==> src/rtl/lwdd_pkg.sv <==
package lwdd_pkg;

    // Table sizes
    localparam int NUM_THREADS = 16;
    localparam int NUM_LOCKS   = 64;

    // Request/response field widths
    localparam int TID_W    = 4;
    localparam int LID_W    = 6;
    localparam int STATUS_W = 3;

    // Internal index widths
    localparam int THR_W  = $clog2(NUM_THREADS);
    localparam int LCK_W  = $clog2(NUM_LOCKS);
    localparam int STEP_W = $clog2(NUM_THREADS + 1);
    localparam int CMP_W  = (THR_W > LCK_W) ? THR_W : LCK_W;

    typedef enum logic [STATUS_W-1:0] {
        ST_GRANTED         = 3'd0,
        ST_WAITING         = 3'd1,
        ST_DEADLOCK        = 3'd2,
        ST_RELEASED        = 3'd3,
        ST_NOT_OWNER       = 3'd4,
        ST_ALREADY_WAITING = 3'd5
    } t_status;

    // Owner table access
    typedef struct packed {
        logic [LCK_W-1:0] raddr;
        logic             we;
        logic [LCK_W-1:0] waddr;
        logic             wvld;
        logic [THR_W-1:0] wthr;
    } t_own_cmd;

    typedef struct packed {
        logic             vld;
        logic [THR_W-1:0] thr;
    } t_own_ent;

    // Wait table access
    typedef struct packed {
        logic [THR_W-1:0] raddr;
        logic             we;
        logic [THR_W-1:0] waddr;
        logic             wvld;
        logic [LCK_W-1:0] wlock;
    } t_wait_cmd;

    typedef struct packed {
        logic             vld;
        logic [LCK_W-1:0] lock;
    } t_wait_ent;

    typedef struct packed {
        t_status          status;
        logic             nov;
        logic [TID_W-1:0] new_owner;
        logic             dl;
    } t_result;

    typedef struct packed {
        logic done;
        logic dl_seen;
    } t_ctrl_stat;

    // Thread number modulo NUM_THREADS, by restoring subtraction
    function automatic logic [THR_W-1:0] thr_reduce(input logic [TID_W-1:0] v);
        logic [TID_W:0] r;
        r = {1'b0, v};
        for (int k = TID_W - 1; k >= 0; k--) begin
            if (int'(r) >= (NUM_THREADS << k)) begin
                r = r - (TID_W + 1)'(NUM_THREADS << k);
            end
        end
        return THR_W'(r);
    endfunction

    // Lock number modulo NUM_LOCKS
    function automatic logic [LCK_W-1:0] lck_reduce(input logic [LID_W-1:0] v);
        logic [LID_W:0] r;
        r = {1'b0, v};
        for (int k = LID_W - 1; k >= 0; k--) begin
            if (int'(r) >= (NUM_LOCKS << k)) begin
                r = r - (LID_W + 1)'(NUM_LOCKS << k);
            end
        end
        return LCK_W'(r);
    endfunction

endpackage

==> src/rtl/lwdd_ifs.sv <==
// Request channel
interface lwdd_req_if;
    import lwdd_pkg::*;

    logic             valid;
    logic             ready;
    logic             mode;
    logic [TID_W-1:0] thread_id;
    logic [LID_W-1:0] lock_id;

    modport source(output valid, mode, thread_id, lock_id, input ready);
    modport sink(input valid, mode, thread_id, lock_id, output ready);
endinterface

// Response channel
interface lwdd_rsp_if;
    import lwdd_pkg::*;

    logic                valid;
    logic                ready;
    logic [STATUS_W-1:0] status;
    logic                new_owner_valid;
    logic [TID_W-1:0]    new_owner;
    logic                deadlock_latched;

    modport source(output valid, status, new_owner_valid, new_owner, deadlock_latched,
                   input ready);
    modport sink(input valid, status, new_owner_valid, new_owner, deadlock_latched,
                 output ready);
endinterface

==> src/rtl/lwdd_owner_tbl.sv <==
module lwdd_owner_tbl (
    input  logic                i_clk,
    input  logic                i_rst_n,
    input  lwdd_pkg::t_own_cmd  i_cmd,
    output lwdd_pkg::t_own_ent  o_rd
);
    import lwdd_pkg::*;

    logic [NUM_LOCKS-1:0] r_vld;
    logic [THR_W-1:0]     r_mem [NUM_LOCKS];
    logic                 r_rd_vld;
    logic [THR_W-1:0]     r_rd_thr;

    // Held flags, cleared at reset
    always_ff @(posedge i_clk) begin
        if (!i_rst_n) begin
            r_vld <= '0;
        end else if (i_cmd.we) begin
            r_vld[i_cmd.waddr] <= i_cmd.wvld;
        end
    end

    // Owner thread store, registered read
    always_ff @(posedge i_clk) begin
        if (i_cmd.we) begin
            r_mem[i_cmd.waddr] <= i_cmd.wthr;
        end
        r_rd_thr <= r_mem[i_cmd.raddr];
        r_rd_vld <= r_vld[i_cmd.raddr];
    end

    assign o_rd = '{vld: r_rd_vld, thr: r_rd_thr};

endmodule

==> src/rtl/lwdd_wait_tbl.sv <==
module lwdd_wait_tbl (
    input  logic                i_clk,
    input  logic                i_rst_n,
    input  lwdd_pkg::t_wait_cmd i_cmd,
    output lwdd_pkg::t_wait_ent o_rd
);
    import lwdd_pkg::*;

    logic [NUM_THREADS-1:0] r_vld;
    logic [LCK_W-1:0]       r_mem [NUM_THREADS];
    logic                   r_rd_vld;
    logic [LCK_W-1:0]       r_rd_lock;

    // Waiting flags, cleared at reset
    always_ff @(posedge i_clk) begin
        if (!i_rst_n) begin
            r_vld <= '0;
        end else if (i_cmd.we) begin
            r_vld[i_cmd.waddr] <= i_cmd.wvld;
        end
    end

    // Waited-lock store, registered read
    always_ff @(posedge i_clk) begin
        if (i_cmd.we) begin
            r_mem[i_cmd.waddr] <= i_cmd.wlock;
        end
        r_rd_lock <= r_mem[i_cmd.raddr];
        r_rd_vld  <= r_vld[i_cmd.raddr];
    end

    assign o_rd = '{vld: r_rd_vld, lock: r_rd_lock};

endmodule

==> src/rtl/lwdd_ctrl.sv <==
module lwdd_ctrl (
    input  logic                 i_clk,
    input  logic                 i_rst_n,
    lwdd_req_if.sink             i_req,
    input  logic                 i_slot_free,
    input  lwdd_pkg::t_own_ent   i_own_rd,
    input  lwdd_pkg::t_wait_ent  i_wait_rd,
    output lwdd_pkg::t_own_cmd   o_own_cmd,
    output lwdd_pkg::t_wait_cmd  o_wait_cmd,
    output lwdd_pkg::t_result    o_res,
    output lwdd_pkg::t_ctrl_stat o_stat
);
    import lwdd_pkg::*;

    typedef enum logic [5:0] {
        S_IDLE = 6'b000001,
        S_CHK  = 6'b000010,
        S_HOLD = 6'b000100,
        S_WAIT = 6'b001000,
        S_SCAN = 6'b010000,
        S_DONE = 6'b100000
    } t_state;

    t_state            r_state, n_state;
    logic              r_mode, n_mode;
    logic [THR_W-1:0]  r_tid, n_tid;
    logic [LCK_W-1:0]  r_lock, n_lock;
    logic [LCK_W-1:0]  r_cur, n_cur;
    logic [THR_W-1:0]  r_idx, n_idx;
    logic [STEP_W-1:0] r_step, n_step;
    t_status           r_status, n_status;
    logic              r_nov, n_nov;
    logic [TID_W-1:0]  r_new, n_new;
    logic              r_dl, n_dl;

    // Shared equality comparator
    logic [CMP_W-1:0]  cmp_a, cmp_b;
    logic              cmp_eq;

    assign cmp_eq = (cmp_a == cmp_b);

    always_comb begin
        cmp_a = CMP_W'(r_tid);
        cmp_b = CMP_W'(i_own_rd.thr);
        case (r_state)
            S_SCAN: begin
                cmp_a = CMP_W'(r_lock);
                cmp_b = CMP_W'(i_wait_rd.lock);
            end
            default: begin
                cmp_a = CMP_W'(r_tid);
                cmp_b = CMP_W'(i_own_rd.thr);
            end
        endcase
    end

    // Sequencer
    always_comb begin
        n_state  = r_state;
        n_mode   = r_mode;
        n_tid    = r_tid;
        n_lock   = r_lock;
        n_cur    = r_cur;
        n_idx    = r_idx;
        n_step   = r_step;
        n_status = r_status;
        n_nov    = r_nov;
        n_new    = r_new;
        n_dl     = r_dl;

        o_own_cmd  = '{raddr: r_cur, we: 1'b0, waddr: r_lock, wvld: 1'b0, wthr: r_tid};
        o_wait_cmd = '{raddr: r_tid, we: 1'b0, waddr: r_tid, wvld: 1'b0, wlock: r_lock};

        case (r_state)
            S_IDLE: begin
                if (i_req.valid) begin
                    n_mode = i_req.mode;
                    n_tid  = thr_reduce(i_req.thread_id);
                    n_lock = lck_reduce(i_req.lock_id);
                    n_cur  = n_lock;
                    n_nov  = 1'b0;
                    n_new  = '0;
                    o_own_cmd.raddr  = n_lock;
                    o_wait_cmd.raddr = n_tid;
                    n_state = S_CHK;
                end
            end
            S_CHK: begin
                if (r_mode) begin
                    if (i_wait_rd.vld) begin
                        n_status = ST_ALREADY_WAITING;
                        n_state  = S_DONE;
                    end else if (!i_own_rd.vld) begin
                        o_own_cmd.we   = 1'b1;
                        o_own_cmd.wvld = 1'b1;
                        n_status = ST_GRANTED;
                        n_state  = S_DONE;
                    end else begin
                        // owner entry of the lock is read again for the walk
                        n_step  = '0;
                        n_state = S_HOLD;
                    end
                end else begin
                    if (!i_own_rd.vld || !cmp_eq) begin
                        n_status = ST_NOT_OWNER;
                        n_state  = S_DONE;
                    end else begin
                        n_idx = '0;
                        o_wait_cmd.raddr = '0;
                        n_state = S_SCAN;
                    end
                end
            end
            S_HOLD: begin
                // owner of the current lock in the chain
                if (!i_own_rd.vld) begin
                    o_wait_cmd.we = 1'b1;
                    o_wait_cmd.wvld = 1'b1;
                    n_status = ST_WAITING;
                    n_state  = S_DONE;
                end else if (cmp_eq) begin
                    n_dl     = 1'b1;
                    n_status = ST_DEADLOCK;
                    n_state  = S_DONE;
                end else begin
                    o_wait_cmd.raddr = i_own_rd.thr;
                    n_state = S_WAIT;
                end
            end
            S_WAIT: begin
                // what the holder itself waits on
                if (!i_wait_rd.vld) begin
                    o_wait_cmd.we = 1'b1;
                    o_wait_cmd.wvld = 1'b1;
                    n_status = ST_WAITING;
                    n_state  = S_DONE;
                end else if (r_step == STEP_W'(NUM_THREADS)) begin
                    // cycle that does not pass through the requester
                    n_dl     = 1'b1;
                    n_status = ST_DEADLOCK;
                    n_state  = S_DONE;
                end else begin
                    n_step = r_step + STEP_W'(1);
                    n_cur  = i_wait_rd.lock;
                    o_own_cmd.raddr = i_wait_rd.lock;
                    n_state = S_HOLD;
                end
            end
            S_SCAN: begin
                // lowest-numbered waiter on the released lock takes it
                if (i_wait_rd.vld && cmp_eq) begin
                    o_wait_cmd.we    = 1'b1;
                    o_wait_cmd.waddr = r_idx;
                    o_wait_cmd.wvld  = 1'b0;
                    o_wait_cmd.wlock = '0;
                    o_own_cmd.we   = 1'b1;
                    o_own_cmd.wvld = 1'b1;
                    o_own_cmd.wthr = r_idx;
                    n_nov    = 1'b1;
                    n_new    = TID_W'(r_idx);
                    n_status = ST_RELEASED;
                    n_state  = S_DONE;
                end else if (r_idx == THR_W'(NUM_THREADS - 1)) begin
                    o_own_cmd.we   = 1'b1;
                    o_own_cmd.wvld = 1'b0;
                    o_own_cmd.wthr = '0;
                    n_status = ST_RELEASED;
                    n_state  = S_DONE;
                end else begin
                    n_idx = r_idx + THR_W'(1);
                    o_wait_cmd.raddr = n_idx;
                end
            end
            S_DONE: begin
                if (i_slot_free) begin
                    n_state = S_IDLE;
                end
            end
            default: begin
                n_state = S_IDLE;
            end
        endcase
    end

    always_ff @(posedge i_clk) begin
        if (!i_rst_n) begin
            r_state <= S_IDLE;
            r_dl    <= 1'b0;
        end else begin
            r_state <= n_state;
            r_dl    <= n_dl;
        end
    end

    always_ff @(posedge i_clk) begin
        r_mode   <= n_mode;
        r_tid    <= n_tid;
        r_lock   <= n_lock;
        r_cur    <= n_cur;
        r_idx    <= n_idx;
        r_step   <= n_step;
        r_status <= n_status;
        r_nov    <= n_nov;
        r_new    <= n_new;
    end

    assign i_req.ready = (r_state == S_IDLE);
    assign o_res  = '{status: r_status, nov: r_nov, new_owner: r_new, dl: r_dl};
    assign o_stat = '{done: (r_state == S_DONE), dl_seen: r_dl};

endmodule

==> src/rtl/lock_wait_deadlock_detector_core.sv <==
// Lock manager with wait-for chain deadlock detection.
// i_req carries one request: mode (0 release, 1 acquire), thread_id and lock_id;
// it is taken when valid and ready are both high. o_rsp returns exactly one
// response per request: status, new_owner_valid/new_owner for a hand-over on
// release, and the sticky deadlock_latched flag.
// Flow, from acceptance to the response appearing on o_rsp:
//   acquire answered from the tables (granted / already waiting): one read of
//   each table; acquire that walks the chain: the owner entry and then the
//   holder's wait entry are read in turn for each lock visited, the walk being
//   serial because of the single read port of each table;
//   release: refused after the owner read, else the waiter entries are scanned
//   in thread order, one waiter entry compared per cycle.
// One request is in work at a time; ready is high only in the idle cycles after
// a response is loaded.
// A finished response sits in an output register, so the next request is
// taken while the receiver stalls; if that one finishes before the previous
// response is taken, the sequencer holds it until the register frees.
// Reset frees all locks, clears all waits and the deadlock flag; the tables
// need no clearing pass.
module lock_wait_deadlock_detector_core (
    input  logic      i_clk,
    input  logic      i_rst_n,
    lwdd_req_if.sink  i_req,
    lwdd_rsp_if.source o_rsp
);
    import lwdd_pkg::*;

    t_own_cmd   own_cmd;
    t_own_ent   own_rd;
    t_wait_cmd  wait_cmd;
    t_wait_ent  wait_rd;
    t_result    res;
    t_ctrl_stat stat;
    logic       slot_free;

    logic       r_out_vld;
    t_result    r_out;

    // Sequencer and compare unit
    lwdd_ctrl u_ctrl (
        .i_clk       (i_clk),
        .i_rst_n     (i_rst_n),
        .i_req       (i_req),
        .i_slot_free (slot_free),
        .i_own_rd    (own_rd),
        .i_wait_rd   (wait_rd),
        .o_own_cmd   (own_cmd),
        .o_wait_cmd  (wait_cmd),
        .o_res       (res),
        .o_stat      (stat)
    );

    // Per-lock owner table
    lwdd_owner_tbl u_owner_tbl (
        .i_clk   (i_clk),
        .i_rst_n (i_rst_n),
        .i_cmd   (own_cmd),
        .o_rd    (own_rd)
    );

    // Per-thread wait table
    lwdd_wait_tbl u_wait_tbl (
        .i_clk   (i_clk),
        .i_rst_n (i_rst_n),
        .i_cmd   (wait_cmd),
        .o_rd    (wait_rd)
    );

    // Response register
    assign slot_free = !r_out_vld || o_rsp.ready;

    always_ff @(posedge i_clk) begin
        if (!i_rst_n) begin
            r_out_vld <= 1'b0;
        end else if (stat.done && slot_free) begin
            r_out_vld <= 1'b1;
        end else if (o_rsp.ready) begin
            r_out_vld <= 1'b0;
        end
    end

    always_ff @(posedge i_clk) begin
        if (stat.done && slot_free) begin
            r_out <= res;
        end
    end

    assign o_rsp.valid            = r_out_vld;
    assign o_rsp.status           = r_out.status;
    assign o_rsp.new_owner_valid  = r_out.nov;
    assign o_rsp.new_owner        = r_out.new_owner;
    assign o_rsp.deadlock_latched = r_out.dl;

`ifndef NO_ASSERTIONS
    // one request in work at a time
    a_busy_after_accept: assert property (@(posedge i_clk) disable iff (!i_rst_n)
        (i_req.valid && i_req.ready) |=> !i_req.ready)
        else $error("request accepted while previous one still in work");

    // deadlock flag is sticky
    a_dl_sticky: assert property (@(posedge i_clk) disable iff (!i_rst_n)
        stat.dl_seen |=> stat.dl_seen)
        else $error("deadlock flag cleared without reset");

    // a deadlock response carries the latched flag
    a_dl_flag: assert property (@(posedge i_clk) disable iff (!i_rst_n)
        (o_rsp.valid && o_rsp.status == ST_DEADLOCK) |-> o_rsp.deadlock_latched)
        else $error("deadlock reported without latched flag");

    // hand-over only on a release
    a_handover: assert property (@(posedge i_clk) disable iff (!i_rst_n)
        (o_rsp.valid && o_rsp.new_owner_valid) |-> (o_rsp.status == ST_RELEASED))
        else $error("new owner reported on a non-release response");
`endif

endmodule
==> src/flat_wrapper.sv <==
// flat-port wrapper written by rule: the top's interface ports become plain ports
module lock_wait_deadlock_detector_core_flat import lwdd_pkg::*;
  (i_clk, i_rst_n, i_req_valid, i_req_mode, i_req_thread_id, i_req_lock_id, i_req_ready, o_rsp_valid, o_rsp_status, o_rsp_new_owner_valid, o_rsp_new_owner, o_rsp_deadlock_latched, o_rsp_ready);
  lwdd_req_if i_req_i ();
  lwdd_rsp_if o_rsp_i ();
  input  logic i_clk;
  input  logic i_rst_n;
  input wire logic [$bits(i_req_i.valid)-1:0] i_req_valid;
  input wire logic [$bits(i_req_i.mode)-1:0] i_req_mode;
  input wire logic [$bits(i_req_i.thread_id)-1:0] i_req_thread_id;
  input wire logic [$bits(i_req_i.lock_id)-1:0] i_req_lock_id;
  output wire logic [$bits(i_req_i.ready)-1:0] i_req_ready;
  output wire logic [$bits(o_rsp_i.valid)-1:0] o_rsp_valid;
  output wire logic [$bits(o_rsp_i.status)-1:0] o_rsp_status;
  output wire logic [$bits(o_rsp_i.new_owner_valid)-1:0] o_rsp_new_owner_valid;
  output wire logic [$bits(o_rsp_i.new_owner)-1:0] o_rsp_new_owner;
  output wire logic [$bits(o_rsp_i.deadlock_latched)-1:0] o_rsp_deadlock_latched;
  input wire logic [$bits(o_rsp_i.ready)-1:0] o_rsp_ready;
  assign i_req_i.valid = i_req_valid;
  assign i_req_i.mode = i_req_mode;
  assign i_req_i.thread_id = i_req_thread_id;
  assign i_req_i.lock_id = i_req_lock_id;
  assign i_req_ready = i_req_i.ready;
  assign o_rsp_valid = o_rsp_i.valid;
  assign o_rsp_status = o_rsp_i.status;
  assign o_rsp_new_owner_valid = o_rsp_i.new_owner_valid;
  assign o_rsp_new_owner = o_rsp_i.new_owner;
  assign o_rsp_deadlock_latched = o_rsp_i.deadlock_latched;
  assign o_rsp_i.ready = o_rsp_ready;
  lock_wait_deadlock_detector_core u_core (.i_clk(i_clk), .i_rst_n(i_rst_n), .i_req(i_req_i), .o_rsp(o_rsp_i));
endmodule
==> config.mk <==
export PLATFORM = sky130hd
export DESIGN_NAME = lock_wait_deadlock_detector_core_flat
export DESIGN_NICKNAME = d
export VERILOG_FILES = /design/src/rtl/lwdd_pkg.sv /design/src/rtl/lwdd_ifs.sv /design/src/rtl/lwdd_owner_tbl.sv /design/src/rtl/lwdd_wait_tbl.sv /design/src/rtl/lwdd_ctrl.sv /design/src/rtl/lock_wait_deadlock_detector_core.sv /design/src/flat_wrapper.sv
export SDC_FILE = /design/constraint.sdc
export NUM_CORES = 1
export LEC_CHECK = 0
export BUFFER_PORTS_ARGS = -buffer_cell sky130_fd_sc_hd__buf_2
export CORE_MARGIN = 10
export CORE_UTILIZATION = 41
export DETAILED_ROUTE_END_ITERATION = 7
export PLACE_DENSITY = 0.58
export SLEW_MARGIN = 20
export SYNTH_ARGS = -nofsm -noshare
export SYNTH_HDL_FRONTEND = slang
export SYNTH_SLANG_ARGS = --single-unit
==> constraint.sdc <==
create_clock -name i_clk -period 6 [get_ports i_clk]
set_input_delay 0.3 -clock i_clk [delete_from_list [all_inputs] [get_ports i_clk]]
set_output_delay 0.3 -clock i_clk [all_outputs]
set_load 0.1 [all_outputs]
Yosys cells after proc, flatten, opt, wreduce, memory -nomap -nowiden
Memories as Yosys holds them, arrays and structs flattened. A register that Yosys moved wholly into a read port is not among the register bits.
Cells that the tools add are included.
{ "totals": {"regBits": 133, "ram_bits": 352, "input_bits": 15, "word_cells": 173, "memories": 2} }
{ "classes": {"addsub": 2, "magnitude_cmp": 6, "eq_ne": 29, "n_mux": 92, "n_reduce_logical": 22} }
{ "mem_list": {"columns": ["name", "depth", "width", "read_ports", "rd_clocked_by_memory_dff", "wr", "line", "rtl"], "rows": [
  ["u_core.u_owner_tbl.r_mem", 64, 4, 1, 1, 1, "lwdd_owner_tbl.sv:10", "logic [THR_W-1:0] r_mem [NUM_LOCKS];"],
  ["u_core.u_wait_tbl.r_mem", 16, 6, 1, 1, 1, "lwdd_wait_tbl.sv:10", "logic [LCK_W-1:0] r_mem [NUM_THREADS];"]
]} }
{ "ops": {"columns": ["op", "n"], "rows": [
  ["2-to-1 mux 6 bit", 18],
  ["bitwise mux 64 bit", 1],
  ["2-to-1 mux 4 bit", 16],
  ["one-hot mux 6 bit (6 select lines)", 1],
  ["2-to-1 mux 3 bit", 10],
  ["2-to-1 mux 5 bit", 6],
  ["!= test 2 bit, second input constant", 15],
  ["2-to-1 mux 1 bit", 22],
  ["bitwise mux 16 bit", 1],
  ["one-hot mux 4 bit (2 select lines)", 2],
  ["one-hot mux 4 bit (4 select lines)", 1],
  ["less-than comparator 6 x 7 -> 1 bit, second input constant", 2],
  ["2-to-1 mux 12 bit", 1],
  ["!= test 3 bit, second input constant", 4],
  ["one-hot mux 3 bit (4 select lines)", 1],
  ["one-hot mux 6 bit (2 select lines)", 1],
  ["AND reduction 6 bit", 2],
  ["less-than comparator 4 x 5 -> 1 bit, second input constant", 2],
  ["one-hot mux 5 bit (2 select lines)", 1],
  ["AND reduction 5 bit", 2],
  ["nonzero test 2 bit", 5],
  ["one-hot mux 1 bit (2 select lines)", 4],
  ["binary-select mux 1 bit (select 6 bit)", 1],
  ["demux 1 bit (select 6 bit)", 1],
  ["23 further kinds", 31]
]} }

Depth between registers and ports, before layout
Gate-level depths: netlist of the first run.
{ "logic_depth": {"depth_word": 11, "ltp_mapped": 15, "depth_no_buf": 12} }

By module
A second synthesis of the first run with hierarchy kept.
{ "hier_totals": {"hier_cells": 1352, "area_unflattened_um2": 20697.4} }
{ "by_module_without_submodules": {"columns": ["module", "instances", "cells_each", "area_per_inst_um2", "seq_area_each_um2"], "rows": [
  ["lwdd_owner_tbl", 1, 846, 13340.3, 9068.7],
  ["lwdd_wait_tbl", 1, 267, 4737.0, 3343.2],
  ["lwdd_ctrl", 1, 225, 2292.2, 1101.1],
  ["lock_wait_deadlock_detector_core", 1, 14, 327.8, 290.3]
]} }

Least setup slack after synthesis of the first run
No wires, ideal clock.
{ "synth_path": {"kind": "register to register", "start": "register u_core.u_ctrl.r_lock[2]", "end": "memory u_core.u_owner_tbl.r_mem[0][3] in the netlist's numbering (data pin)", "setup_ns": 0.721, "arrival_ns": 4.196, "required_time_ns": 5.279, "path_slack_ns": 1.083, "path_stages_with_launch": 7, "synth_period_minus_slack_ns": 4.917, "path_cell_list": "edfxtp_1 -> xor2_1 -> nor4_1 -> nand3_1 -> a21bo_2 -> clkbuf_1 -> a211oi_1"} }
{ "synth_lines": {"columns": ["element", "line", "rtl"], "rows": [
  ["start: declaration", "lwdd_ctrl.sv:27", "logic [LCK_W-1:0] r_lock, n_lock;"],
  ["start signal: assignment", "lwdd_ctrl.sv:198", "r_lock <= n_lock;"],
  ["end: declaration", "lwdd_owner_tbl.sv:10", null]
]} }

Worst setup path in the final report of the first run
{ "layout_path": {"start": "register u_core.u_ctrl.r_state[5]", "end": "register u_core.u_owner_tbl.r_rd_thr[1] (read register of u_core.u_owner_tbl.r_mem)"} }
{ "layout_via": {"elab_chain_cells": 2, "elab_cells_between_ends": 3, "classes_between": "2 x eq/ne; 1 x mux"} }
{ "layout_rtl": {"columns": ["element", "line", "rtl"], "rows": [
  ["start: declaration", "lwdd_ctrl.sv:24", "t_state r_state, n_state;"],
  ["start signal: assignment", "lwdd_ctrl.sv:190", "r_state <= n_state;"],
  ["equality test 6 x 4 -> 1 bit / equality test 6 x 1 -> 1 bit (equally long branches)", "lwdd_ctrl.sv:74", "case (r_state)"],
  ["one-hot mux 6 bit (2 select lines) (*)", "lwdd_ctrl.sv:74", null],
  ["end: declaration", "lwdd_owner_tbl.sv:12", "logic [THR_W-1:0] r_rd_thr;"]
]} }
Mark *: on every way between the ends. The rest lies on a longest branch, timed or not.
A chain may end at the register's enable or synchronous reset.

==> results.md, run 1 <==
* Most frequent cell after synthesis: sky130_fd_sc_hd__edfxtp_1
* Fraction of synthesized cell area taken by the top area cell type at ~55%
* Hold_sp: i_req_thread_id[2]
* Reg2reg end: u_core.u_owner_tbl.r_rd_thr[1]
* Die H at 247 µm
* Clock buffer count from CTS at 51
* Count of buffer and inverter cells on the critical path at 2
* Final Net Count at around 1,700
* Worst-Skew Late Latency at roughly 0.6 ns
* Setup violation total in the final timing report at 0
* Commonest cells post-synth: sky130_fd_sc_hd__edfxtp_1, sky130_fd_sc_hd__nand2_1, sky130_fd_sc_hd__nor2_1
* Largest family of logic cells by synthesized area: simple AND/OR/NAND/NOR gates
* Mean cell area of the mapped netlist at 12.4 µm²
* Setup total negative slack at 0 ns
* Min Clock Period, post-route at between 4 and 5 ns
* Wire length per cell at about 23 µm
* Achievable clock frequency at 0.212 GHz
* Maximum Capacitance Violations at 0
* Cell Chain, Critical Path: or4_4 > or4b_1 > nand3_2 > buf_4 > and2_4 > inv_4 > a211oi_1 > a31oi_1 > a2111oi_0 > and3_1 > o211ai_1
* Pwr Density at approximately 370 nW/µm²
* Post-synth top flop: sky130_fd_sc_hd__edfxtp_1
* Buffer levels on the longest clock path at 3
* Num Clock Sinks at ~500
* Area occupied by multi-input gates at approximately 6800 µm²
* Vias per inst at roughly 5.9
* Post-synthesis share of cell area spent on and, or, nand and nor gates at between 10% and 20%
* Standard cell core area at a little over 50,000 µm²
* Weighted congestion at the end of routability-driven global placement at between 0.8 and 0.9
* Layout Area Growth over Synthesis at 11.8%
* Number of synthesized register bits at a little under 500
* Post-DP HPWL at about 34 mm
* Initial antenna violation count at 0
* Setup repair after global routing missed its margin: no
* Residual overflow from global routing at 0
* Maximum fanout encountered on the critical timing path at just over 100
* Total number of vias at about 14,000
* First-pass GRT wire length at 84.1 mm
* Slew at the pin with the worst max-slew slack at ~1.1 ns
* Multiplexer share of the synthesized area at under 10%
* Post-synthesis instance area at about 21,000 µm²
* Share of the cycle needed by the critical path after routing at roughly four fifths
* Complex-gate fraction of the synthesized area at around 14%
* Slew headroom at roughly 25%
* Post-synth EDFFs at roughly 390
* Outcome: finished clean
* Width of the die at around 250 µm
* Rows at 82
* Worst endpoint data arrival time at between 5 and 6 ns
* Initial DRC Count at about 1,400
* Count of filler cells inserted in the layout at about 4,600
* Clock input transition at the sequential cells of the worst setup and hold paths at 0.06 ns
* Buffer type at the clock tree root: sky130_fd_sc_hd__clkbuf_16
* TritonCTS clock tree: yes
* Die area at about 60,000 µm²
* Type of the tightest min-delay check: in -> reg
* Largest clock skew in the final design at between 0.03 and 0.04 ns
* Required time at the endpoint of the critical path at between 6 and 7 ns
* Proportion of layout cells with a drive suffix above 1 at slightly above 10%
* DRC violations left at 0
* Terminating pin of the worst hold path: u_core.u_ctrl.r_tid[2]
* Largest stage delay on the critical path at roughly 0.75 ns
* Reg2reg setup slack at 1.27 ns
* Library cell occupying the most area in the post-synthesis netlist: sky130_fd_sc_hd__edfxtp_1
* Max-slew violation count at 0
* Antenna diode count at 0
* Beginning of the worst register-to-register path: u_core.u_ctrl.r_state[5]
* Largest vdd supply drop at 0.245 mV
* GR Util All Layers at approximately 18%
* Yosys warnings at 0
* Portion of the post-synthesis area used by sequential elements at 65.6%
* Top post-synthesis cells by area: sky130_fd_sc_hd__edfxtp_1, sky130_fd_sc_hd__dfxtp_1, sky130_fd_sc_hd__nand2_1, sky130_fd_sc_hd__o211a_1, sky130_fd_sc_hd__a211oi_1
* Buffers inserted during post-CTS setup optimization at 0
* Detailed-router iteration count before antenna repair at 6
* Vias in the first global route at 13,600
* Post-synthesis adder-cell area fraction at less than 1%
* Routed wire length at 55.9 mm
* Startpoint type of the worst setup path: register
* Initial Utilization at a little over two fifths
* Delay-heaviest family, CP: simple AND/OR/NAND/NOR gates
* I/O pin cnt at 26
* Crit path max-delay cell type: sky130_fd_sc_hd__a2111oi_0
* Final Core Density at a little under half
* Synth Area in XOR/XNOR at 0.624%
* Crit Path Category: reg -> reg
* Leakage Power at approximately 8.6 nW
* Flip-flop and latch area at between 10,000 and 15,000 µm²
* Number of H-tree levels at 2
* Port Buffer Count at 25
* Pin count of the biggest net entering global routing at around 100
* Worst R2R Path Depth at 11
* Hold Vio Cnt, Final at 0
* Hold Path Cell Cnt at 3
* Nature of the critical path endpoint: register
* Synth unique cells at around 70
* DRT antenna net count at 0
* Gate Count Post-Synth at around 1,700
* Syn nets at about 1,700
* Share of synthesized flip-flops with an asynchronous set or reset at 0%
tightest hold or removal path: cells and delay by family:
| kind | cells | cell delay [ns] |
|---|---|---|
| buffers and inverters | 2 | 0.15 |
| multiplexers | 1 | 0.09 |
how the worst max path moves through the flow:
stage | start | to | slack (ns) | cells after the start
global route | u_core.u_ctrl.r_state[5] | u_core.u_owner_tbl.r_rd_thr[1] | 1.09 | 11
floorplan | u_core.u_ctrl.r_lock[2] | u_core.u_owner_tbl.r_mem[0][3] | 1.08 | 6
finish | u_core.u_ctrl.r_state[5] | u_core.u_owner_tbl.r_rd_thr[1] | 1.27 | 11
detailed placement | u_core.u_ctrl.r_state[5] | u_core.u_owner_tbl.r_rd_thr[2] | 1.32 | 11
CTS | u_core.u_ctrl.r_state[5] | u_core.u_owner_tbl.r_rd_thr[2] | 1.32 | 11
global placement | u_core.u_ctrl.r_state[5] | u_core.u_owner_tbl.r_rd_thr[0] | 1.39 | 11
sequential cells by signal (all words and copies together), names as in the netlist, 4 cells and up:
name,flops
u_core.u_ctrl.r_new,4
u_core.u_owner_tbl.r_rd_thr,4
u_core.u_ctrl.r_step,5
u_core.u_ctrl.r_state,6
u_core.o_rsp.new_owner,4
u_core.u_wait_tbl.r_vld,16
u_core.u_wait_tbl.r_mem,96
u_core.u_owner_tbl.r_mem,256
u_core.u_ctrl.r_tid,4
u_core.u_owner_tbl.r_vld,64
u_core.u_wait_tbl.r_rd_lock,6
u_core.u_ctrl.r_cur,6
u_core.u_ctrl.r_lock,6
u_core.u_ctrl.r_idx,4
timing repair:
| item | 4_1_cts | 5_1_grt |
|---|---|---|
| gates resized for setup | 0 | 0 |
| endpoints found under the hold margin | 7 | 0 |
| hold buffers | 7 | 0 |
cell type report:
class	count	area share [%]
clock buffers	67	6.02
repair buffers	46	1.36
flip-flops and latches	495	58.6
well taps	672	3.57
clock inverters	28	1.25
multi-input cells	1080	28.8
inverters	18	0.308
where the power goes:
group / switching [mW] / total, mW / internal (mW)
registers: 0.130 / 3.99 / 3.86
clock network: 1.33 / 3.22 / 1.88
logic: 1.07 / 1.53 / 0.460
per-stage QoR:
step,area [µm²],setup WS [ns],instances,hold WS (ns),power (mW)
after detailed placement,21700,1.32,2304,0.405,5.58
after floorplan,21100,1.08,1700,0.399,5.05
after global placement,21700,1.39,2304,0.401,5.57
final,23500,1.27,2406,0.0429,8.74
after global routing,23500,1.09,2406,0.0284,9.04
after CTS,23500,1.32,2406,0.0121,8.78
logic make-up (layout without fill, tap and decap cells):
group / after synthesis / count (layout)
AOI/OAI and AO/OA: 394 / 394
xor gates and xnor gates: 15 / 15
adders and majority gates: 3 / 3
buffers and inverters: 125 / 159
DFF: 495 / 495
muxes: 42 / 42
and+or+nand+nor: 626 / 626
routing by layer:
layer | track usage, % | routed length [µm] | up-vias
met1 | 25.5 | 24900 | 7041
met4 | 5.09 | 1230 | 0
met3 | 2.36 | 4010 | 83
met2 | 28.1 | 25700 | 553
li1 | - | - | 6453
met5 | 0 | 0 | -
placed cells by master, fill, tap and decap left out, types with 23 or more instances in the layout:
master / count
sky130_fd_sc_hd__edfxtp_1: 389
sky130_fd_sc_hd__a21oi_1: 69
sky130_fd_sc_hd__a22o_1: 23
sky130_fd_sc_hd__clkbuf_16: 52
sky130_fd_sc_hd__a32oi_1: 24
sky130_fd_sc_hd__and3_1: 80
sky130_fd_sc_hd__mux2i_1: 25
sky130_fd_sc_hd__buf_2: 24
sky130_fd_sc_hd__o211a_1: 66
sky130_fd_sc_hd__nand3_1: 56
sky130_fd_sc_hd__nor2_1: 111
sky130_fd_sc_hd__dfxtp_1: 106
sky130_fd_sc_hd__nand2_1: 257
sky130_fd_sc_hd__a211oi_1: 81
No activity file was read; power rests on OpenSTA's default activity.
==> run 2, diff against run 1 <==
--- a/config.mk
+++ b/config.mk
@@ -9,7 +9,7 @@
 export CORE_MARGIN = 10
 export CORE_UTILIZATION = 41
 export DETAILED_ROUTE_END_ITERATION = 7
-export PLACE_DENSITY = 0.58
+export PLACE_DENSITY = 0.6
 export SLEW_MARGIN = 20
 export SYNTH_ARGS = -nofsm -noshare
 export SYNTH_HDL_FRONTEND = slang
==> constraint.sdc (replaced) <==
create_clock -name i_clk -period 4 [get_ports i_clk]
set_input_delay 0.2 -clock i_clk [delete_from_list [all_inputs] [get_ports i_clk]]
set_output_delay 0.2 -clock i_clk [all_outputs]
set_load 0.1 [all_outputs]
==> results.md, run 2 (synthesis results as in run 1) <==
* Crit path top cell by count: sky130_fd_sc_hd__buf_4
* Clock input transition at the sequential cells of the worst setup and hold paths at 0.06 ns (about the same)
* Initial Utilization at 41.7% (unchanged)
* Leakage Power at 9.10 nW (was 8.61 nW)
* Crit path max-delay cell type: sky130_fd_sc_hd__a2111oi_1 (was sky130_fd_sc_hd__a2111oi_0)
* Reg2reg end: u_core.u_owner_tbl.r_rd_thr[2] (was u_core.u_owner_tbl.r_rd_thr[1])
* Clock buffer count from CTS at 52 (was 51)
* Residual overflow from global routing at 0 (unchanged)
* Area of placed instances at 22,400 µm² (was 21,700 µm²)
* Antenna diode count at 0 (unchanged)
* Reg2reg setup slack at 0.14 ns (was 1.27 ns)
* Worst-Skew Late Latency at 0.60 ns (about the same)
* Achievable clock frequency at 0.259 GHz (was 0.212 GHz)
* Setup total negative slack at 0 ns (unchanged)
* Setup Slack @ Placement at 0.162 ns (was 1.32 ns)
* Nature of the critical path endpoint: register (unchanged)
* Type of the tightest min-delay check: in -> reg (unchanged)
* Layout Area Growth over Synthesis at 15.8% (was 11.8%)
* Post-DP HPWL at 35.4 mm (was 34.4 mm)
* Weighted congestion at the end of routability-driven global placement at 0.905 (was 0.860)
* Slew at the pin with the worst max-slew slack at 0.930 ns (was 1.13 ns)
* Rows at 82 (unchanged)
* Reg with most FFs: u_core.u_owner_tbl.r_mem (unchanged)
* Startpoint type of the worst setup path: register (unchanged)
* First-pass GRT wire length at 86.2 mm (was 84.1 mm)
* Number of H-tree levels at 2 (unchanged)
* I/O pin cnt at 26 (unchanged)
* Terminating pin of the worst hold path: u_core.u_ctrl.r_state[0] (was u_core.u_ctrl.r_tid[2])
* Total instance count after detailed placement at 2,374 (was 2,304)
* Largest stage delay on the critical path at 0.60 ns (was 0.75 ns)
* Routed wire length at 56.8 mm (was 55.9 mm)
* Cell area after layout at 24,400 µm² (was 23,500 µm²)
* Cell Chain, Critical Path: inv_1 > ha_1 > nor4bb_1 > buf_4 > nor4b_4 > a22oi_2 > buf_4 > and2_4 > inv_4 > buf_4 > a211oi_1 > a31oi_1 > a2111oi_1 > buf_4 > and3_1 > o211ai_1 (was or4_4 > or4b_1 > nand3_2 > buf_4 > and2_4 > inv_4 > a211oi_1 > a31oi_1 > a2111oi_0 > and3_1 > o211ai_1)
* Detailed-router iteration count before antenna repair at 6 (unchanged)
* Buffers inserted during post-CTS setup optimization at 0 (unchanged)
* Initial DRC Count at 1,370 (was 1,430)
* TritonCTS clock tree: yes (unchanged)
* Worst R2R Path Depth at 16 (was 11)
* Count of filler cells inserted in the layout at 4,524 (was 4,561)
* Die area at 60,800 µm² (unchanged)
* DRT antenna net count at 0 (unchanged)
* Worst endpoint data arrival time at 4.33 ns (was 5.20 ns)
* Initial antenna violation count at 0 (unchanged)
* Tot Pwr at 13.6 mW (was 8.74 mW)
* Maximum Capacitance Violations at 0 (unchanged)
* Standard cell core area at 50,500 µm² (unchanged)
* Buffer levels on the longest clock path at 3 (unchanged)
* Vias per inst at 5.80 (was 5.87)
* Top Registers: u_core.u_owner_tbl.r_mem (256), u_core.u_wait_tbl.r_mem (96), u_core.u_owner_tbl.r_vld (64) (unchanged)
* Final Net Count at 1,787 (was 1,710)
* Min Clock Period, post-route at 3.86 ns (was 4.73 ns)
* Maximum fanout encountered on the critical timing path at 37 (was 102)
* Max-slew violation count at 0 (unchanged)
* Largest clock skew in the final design at 0.0287 ns (was 0.0365 ns)
* Buffer type at the clock tree root: sky130_fd_sc_hd__clkbuf_16 (unchanged)
* Required time at the endpoint of the critical path at 4.47 ns (was 6.47 ns)
* Hold Path Cell Cnt at 2 (was 3)
* Pwr Density at 558 nW/µm² (was 371 nW/µm²)
* Final Worst Setup Slack at 0.137 ns (was 1.27 ns)
* Outcome: finished clean (unchanged)
* Final Core Density at 48.3% (was 46.6%)
* DRC violations left at 0 (unchanged)
* Post-route insts no fill at 2,484 (was 2,406)
* Vias in the first global route at 14,000 (was 13,600)
* Most common cell after layout, fill and taps aside: sky130_fd_sc_hd__edfxtp_1 (unchanged)
* Hold_sp: i_rst_n (was i_req_thread_id[2])
* Setup violation total in the final timing report at 0 (unchanged)
* Beginning of the worst register-to-register path: u_core.u_ctrl.r_step[0] (was u_core.u_ctrl.r_state[5])
* Wire length per cell at 22.8 µm (was 23.2 µm)
* Hold Vio Cnt, Final at 0 (unchanged)
* Setup repair after global routing missed its margin: no (unchanged)
* Most used cells in the layout excluding fill and tap cells: sky130_fd_sc_hd__edfxtp_1, sky130_fd_sc_hd__nand2_1, sky130_fd_sc_hd__nor2_1 (unchanged)
* Num Clock Sinks at 495 (unchanged)
* Slew headroom at 37.4% (was 24.7%)
* Port Buffer Count at 25 (unchanged)
* GR Util All Layers at 18.4% (was 17.9%)
* Smallest hold slack at 0.000123 ns (was 0.0429 ns)
* Proportion of layout cells with a drive suffix above 1 at 14.0% (was 10.3%)
* Width of the die at 247 µm (unchanged)
* Largest vdd supply drop at 0.489 mV (was 0.245 mV)
* Max reg flops at 256 (unchanged)
* Share of the cycle needed by the critical path after routing at 96.6% (was 78.8%)
* Die H at 247 µm (unchanged)
* Total number of vias at 14,400 (was 14,100)
* Crit Path Category: reg -> reg (unchanged)
* Pin count of the biggest net entering global routing at 89 (was 103)
==> run 2: changes by cell type in the layout (fill, tap and decap cells not counted), moves of 2 or more <==
| cell | previous run | this run |
|---|---|---|
| sky130_fd_sc_hd__a2111oi_0 | 5 | 2 |
| sky130_fd_sc_hd__clkinv_2 | 13 | 9 |
| sky130_fd_sc_hd__clkbuf_8 | 6 | 10 |
| sky130_fd_sc_hd__dlygate4sd3_1 | 7 | 12 |
| sky130_fd_sc_hd__clkinvlp_4 | 4 | 2 |
| sky130_fd_sc_hd__clkbuf_16 | 52 | 54 |
| sky130_fd_sc_hd__a2111oi_1 | 0 | 3 |
| sky130_fd_sc_hd__bufinv_16 | 5 | 8 |
| sky130_fd_sc_hd__buf_4 | 13 | 75 |
| sky130_fd_sc_hd__inv_6 | 0 | 2 |
| sky130_fd_sc_hd__clkinv_1 | 5 | 2 |
| sky130_fd_sc_hd__buf_12 | 1 | 8 |
==> run 2: cell type report <==
cell class	instances	area (µm²)	area share (%)
clock inverter	23	325	1.33
sequential	495	13800	56.6
inverter	18	70.1	0.287
multi-input combinational	1080	6800	27.9
clock buffer	74	1530	6.26
tap	672	841	3.45
timing repair buffer	122	1010	4.16
==> run 2: how the worst max path moves through the flow <==
stage | to | depth (start not counted) | start
after floorplan | u_core.u_owner_tbl.r_mem[0][0] | 6 | u_core.u_ctrl.r_lock[2]
after global placement | u_core.u_owner_tbl.r_rd_thr[2] | 14 | u_core.u_ctrl.r_step[0]
after detailed placement | u_core.u_owner_tbl.r_rd_thr[2] | 14 | u_core.u_ctrl.r_step[0]
after CTS | u_core.u_owner_tbl.r_rd_thr[2] | 16 | u_core.u_ctrl.r_step[0]
after global routing | u_core.u_owner_tbl.r_rd_thr[0] | 13 | u_core.u_ctrl.r_state[5]
final | u_core.u_owner_tbl.r_rd_thr[2] | 16 | u_core.u_ctrl.r_step[0]
==> run 2: per-layer routing <==
metal  up-vias  part of all wire, %  track usage [%]
met5         -                    0                0
met4         0                  2.6             5.66
li1       6593                    -                -
met2       559                   46             28.9
met3        97                  7.7             3.75
met1      7160                   44             25.1
==> run 2: repair_timing <==
action | 4_1_cts | 5_1_grt
endpoints found under the hold margin | 12 | 0
endpoints found under the setup margin | 0 | 10
resized for setup | 0 | 8
hold buffers | 12 | 0
==> run 2: power breakdown <==
group | internal, mW | switching [mW]
Clock | 3.17 | 1.98
Sequential | 5.79 | 0.157
Combinational | 0.823 | 1.69
Total | 9.78 | 3.82
==> run 2: worst max-delay path, delay by kind of cell (launching register included) <==
family	cells	cell delay, ns
buffers and inverters	6	1.12
AOI/OAI and AO/OA	5	1.30
DFF	1	0.43
and+or+nand+nor	4	0.75
adders and majority gates	1	0.13
==> run 3, diff against run 2 <==
--- a/config.mk
+++ b/config.mk
@@ -13,4 +13,5 @@
 export SLEW_MARGIN = 20
 export SYNTH_ARGS = -nofsm -noshare
 export SYNTH_HDL_FRONTEND = slang
+export SYNTH_HIERARCHICAL = 1
 export SYNTH_SLANG_ARGS = --single-unit
==> results.md, run 3 <==
* Nature of the critical path endpoint: register (unchanged)
* Initial antenna violation count at 0 (unchanged)
* Post-DP HPWL at 31.4 mm (was 35.4 mm)
* Slew headroom at 40.6% (was 37.4%)
* Maximum fanout encountered on the critical timing path at 11 (was 37)
* Count of filler cells inserted in the layout at 4,329 (was 4,524)
* Critical Path Sink: u_core/u_wait_tbl/r_mem[9][1] (was u_core.u_owner_tbl.r_rd_thr[2])
* Syn nets at 1,369 (was 1,718)
* Setup total negative slack at 0 ns (unchanged)
* Standard cell core area at 50,100 µm² (was 50,500 µm²)
* Gate Count Post-Synth at 1,351 (was 1,700)
* Most common cell after layout, fill and taps aside: sky130_fd_sc_hd__edfxtp_1 (unchanged)
* Num Clock Sinks at 495 (unchanged)
* Worst endpoint data arrival time at 4.08 ns (was 4.33 ns)
* Buffers inserted during post-CTS setup optimization at 0 (unchanged)
* Vias in the first global route at 12,000 (was 14,000)
* Yosys warnings at 6 (was 0)
* Type of the tightest min-delay check: in -> reg (unchanged)
* Cell area after layout at 23,700 µm² (was 24,400 µm²)
* Setup repair after global routing missed its margin: yes (was no)
* Weighted congestion at the end of routability-driven global placement at 0.824 (was 0.905)
* Achievable clock frequency at 0.266 GHz (was 0.259 GHz)
* Hold Vio Cnt, Final at 0 (unchanged)
* Max reg flops at 256 (unchanged)
* TritonCTS clock tree: yes (unchanged)
* Total number of vias at 12,000 (was 14,400)
* Die H at 245 µm (was 247 µm)
* Worst-Skew Late Latency at 0.60 ns (about the same)
* I/O pin cnt at 26 (unchanged)
* Buffer levels on the longest clock path at 3 (unchanged)
* Number of H-tree levels at 2 (unchanged)
* Mean cell area of the mapped netlist at 15.3 µm² (was 12.4 µm²)
* Routed wire length at 48.8 mm (was 56.8 mm)
* Layout Area Growth over Synthesis at 14.5% (was 15.8%)
* Largest stage delay on the critical path at 0.61 ns (was 0.60 ns)
* Buffer type at the clock tree root: sky130_fd_sc_hd__clkbuf_16 (unchanged)
* Rows at 82 (unchanged)
* Pin count of the biggest net entering global routing at 65 (was 89)
* Max-slew violation count at 0 (unchanged)
* Residual overflow from global routing at 0 (unchanged)
* Antenna diode count at 0 (unchanged)
* Required time at the endpoint of the critical path at 4.32 ns (was 4.47 ns)
* Largest vdd supply drop at 0.287 mV (was 0.489 mV)
* Crit Path Category: reg -> reg (unchanged)
* Post-synthesis instance area at 20,700 µm² (was 21,100 µm²)
* Clock buffer count from CTS at 51 (was 52)
* Final Net Count at 1,421 (was 1,787)
* Most used cells in the layout excluding fill and tap cells: sky130_fd_sc_hd__edfxtp_1, sky130_fd_sc_hd__dfxtp_1, sky130_fd_sc_hd__nor2_1 (was sky130_fd_sc_hd__edfxtp_1, sky130_fd_sc_hd__nand2_1, sky130_fd_sc_hd__nor2_1)
* Final Core Density at 47.3% (was 48.3%)
* Width of the die at 245 µm (was 247 µm)
* GR Util All Layers at 16.2% (was 18.4%)
* Clock input transition at the sequential cells of the worst setup and hold paths at 0.06 ns (about the same)
* Initial Utilization at 41.3% (was 41.7%)
* Reg2reg end: u_core/u_wait_tbl/r_mem[9][1] (was u_core.u_owner_tbl.r_rd_thr[2])
* Pwr Density at 542 nW/µm² (was 558 nW/µm²)
* Flip-flop and latch area at 13,800 µm² (unchanged)
* Crit path launch: u_core/u_ctrl/r_lock[4] (was u_core.u_ctrl.r_step[0])
* Slew at the pin with the worst max-slew slack at 0.891 ns (was 0.930 ns)
* Vias per inst at 5.66 (was 5.80)
* Detailed-router iteration count before antenna repair at 5 (was 6)
* Port Buffer Count at 25 (unchanged)
* Smallest hold slack at 0.0654 ns (was 0.000123 ns)
* Wire length per cell at 23.0 µm (was 22.8 µm)
* Leakage Power at 7.59 nW (was 9.10 nW)
* Maximum Capacitance Violations at 0 (unchanged)
* Top Registers: u_core/u_owner_tbl/r_mem (256), u_core/u_wait_tbl/r_mem (96), u_core/u_owner_tbl/r_vld (64) (was u_core.u_owner_tbl.r_mem (256), u_core.u_wait_tbl.r_mem (96), u_core.u_owner_tbl.r_vld (64))
* DRC violations left at 0 (unchanged)
* Setup Slack @ Placement at 0.129 ns (was 0.162 ns)
* Post-route insts no fill at 2,118 (was 2,484)
* Crit path top cell by count: sky130_fd_sc_hd__buf_4 (unchanged)
* Crit path max-delay cell type: sky130_fd_sc_hd__edfxtp_1 (was sky130_fd_sc_hd__a2111oi_1)
* Startpoint type of the worst setup path: register (unchanged)
* Area occupied by multi-input gates at 6410 µm² (was 6800 µm²)
* Beginning of the worst register-to-register path: u_core/u_ctrl/r_lock[4] (was u_core.u_ctrl.r_step[0])
* Reg2reg setup slack at 0.24 ns (was 0.14 ns)
* Tot Pwr at 12.8 mW (was 13.6 mW)
* Final Worst Setup Slack at 0.240 ns (was 0.137 ns)
* Die area at 59,800 µm² (was 60,800 µm²)
* Setup violation total in the final timing report at 0 (unchanged)
* Share of the cycle needed by the critical path after routing at 94.0% (was 96.6%)
* Initial DRC Count at 1,098 (was 1,370)
* Cell Chain, Critical Path: xor2_1 > nor3_1 > nand2_1 > nor2_2 > buf_4 > mux2_2 > nand2b_1 > nor2_1 > buf_4 (was inv_1 > ha_1 > nor4bb_1 > buf_4 > nor4b_4 > a22oi_2 > buf_4 > and2_4 > inv_4 > buf_4 > a211oi_1 > a31oi_1 > a2111oi_1 > buf_4 > and3_1 > o211ai_1)
* DRT antenna net count at 0 (unchanged)
* First-pass GRT wire length at 75.4 mm (was 86.2 mm)
* Total instance count after detailed placement at 2,010 (was 2,374)
* Min Clock Period, post-route at 3.76 ns (was 3.86 ns)
* Largest clock skew in the final design at 0.0278 ns (was 0.0287 ns)
* Area of placed instances at 21,700 µm² (was 22,400 µm²)
* Proportion of layout cells with a drive suffix above 1 at 20.3% (was 14.0%)
* Reg with most FFs: u_core/u_owner_tbl/r_mem (was u_core.u_owner_tbl.r_mem)
* Worst R2R Path Depth at 9 (was 16)
* Outcome: finished clean (unchanged)
==> run 3: cell count changes in the layout (fill, tap and decap cells not counted), moves of 21 or more <==
cell	change
sky130_fd_sc_hd__nand2_1	-165
sky130_fd_sc_hd__mux4_2	+82
sky130_fd_sc_hd__o21ai_0	+82
sky130_fd_sc_hd__a211oi_1	-80
sky130_fd_sc_hd__and3_1	-74
sky130_fd_sc_hd__o211a_1	-66
sky130_fd_sc_hd__a21oi_1	-62
sky130_fd_sc_hd__a21boi_0	+53
sky130_fd_sc_hd__buf_4	-28
sky130_fd_sc_hd__mux4_1	+25
sky130_fd_sc_hd__a32oi_1	-24
sky130_fd_sc_hd__a22o_1	-23
sky130_fd_sc_hd__a211o_1	-21
sky130_fd_sc_hd__nand3_1	-21
==> run 3: layout make-up <==
| cell class | instances | area share [%] |
|---|---|---|
| clock buffers | 68 | 6.08 |
| clock inverters | 28 | 1.74 |
| inverters | 24 | 0.401 |
| multi-input cells | 743 | 27.1 |
| flip-flops and latches | 495 | 58.2 |
| well taps | 672 | 3.55 |
| repair buffers | 88 | 2.93 |
==> run 3: worst min path at each step <==
stage                     slack, ns        start  depth (start not counted)                       end
after detailed placement       0.38   i_req_mode                          1      u_core/u_ctrl/r_mode
after global placement         0.38   i_req_mode                          1      u_core/u_ctrl/r_mode
after CTS                      0.03  i_req_valid                          3    u_core/u_ctrl/r_tid[0]
after floorplan                0.27      i_rst_n                          1  u_core/u_ctrl/r_state[0]
final                          0.07  i_req_valid                          3    u_core/u_ctrl/r_tid[0]
after global routing           0.12  i_req_valid                          2    u_core/u_ctrl/r_tid[2]
==> run 3: per-layer routing <==
metal,vias to the layer above,global-route usage [%],share of wire (%)
li1,5342,-,-
met1,6141,22.8,44
met2,441,25.2,47
met3,70,3.00,6.4
met4,0,4.99,2.3
met5,-,0,0
==> run 3: timing repair <==
item | in CTS | in global routing
endpoints found under the hold margin | 12 | 0
endpoints found under the setup margin | 0 | 36
resized for setup | 0 | 8
hold buffers | 12 | 0
==> run 3: power by group <==
part / total, mW / switching (mW) / internal [mW]
clock network: 5.17 / 1.99 / 3.18
logic: 1.80 / 1.07 / 0.730
registers: 5.86 / 0.106 / 5.76
==> run 3: critical path: cells and delay by family (launching register included) <==
family,cells,cell delay [ns]
AND/OR/NAND/NOR,5,1.73
flip-flops,1,0.61
multiplexers,1,0.45
buffers and inverters,2,0.44
XOR/XNOR,1,0.24
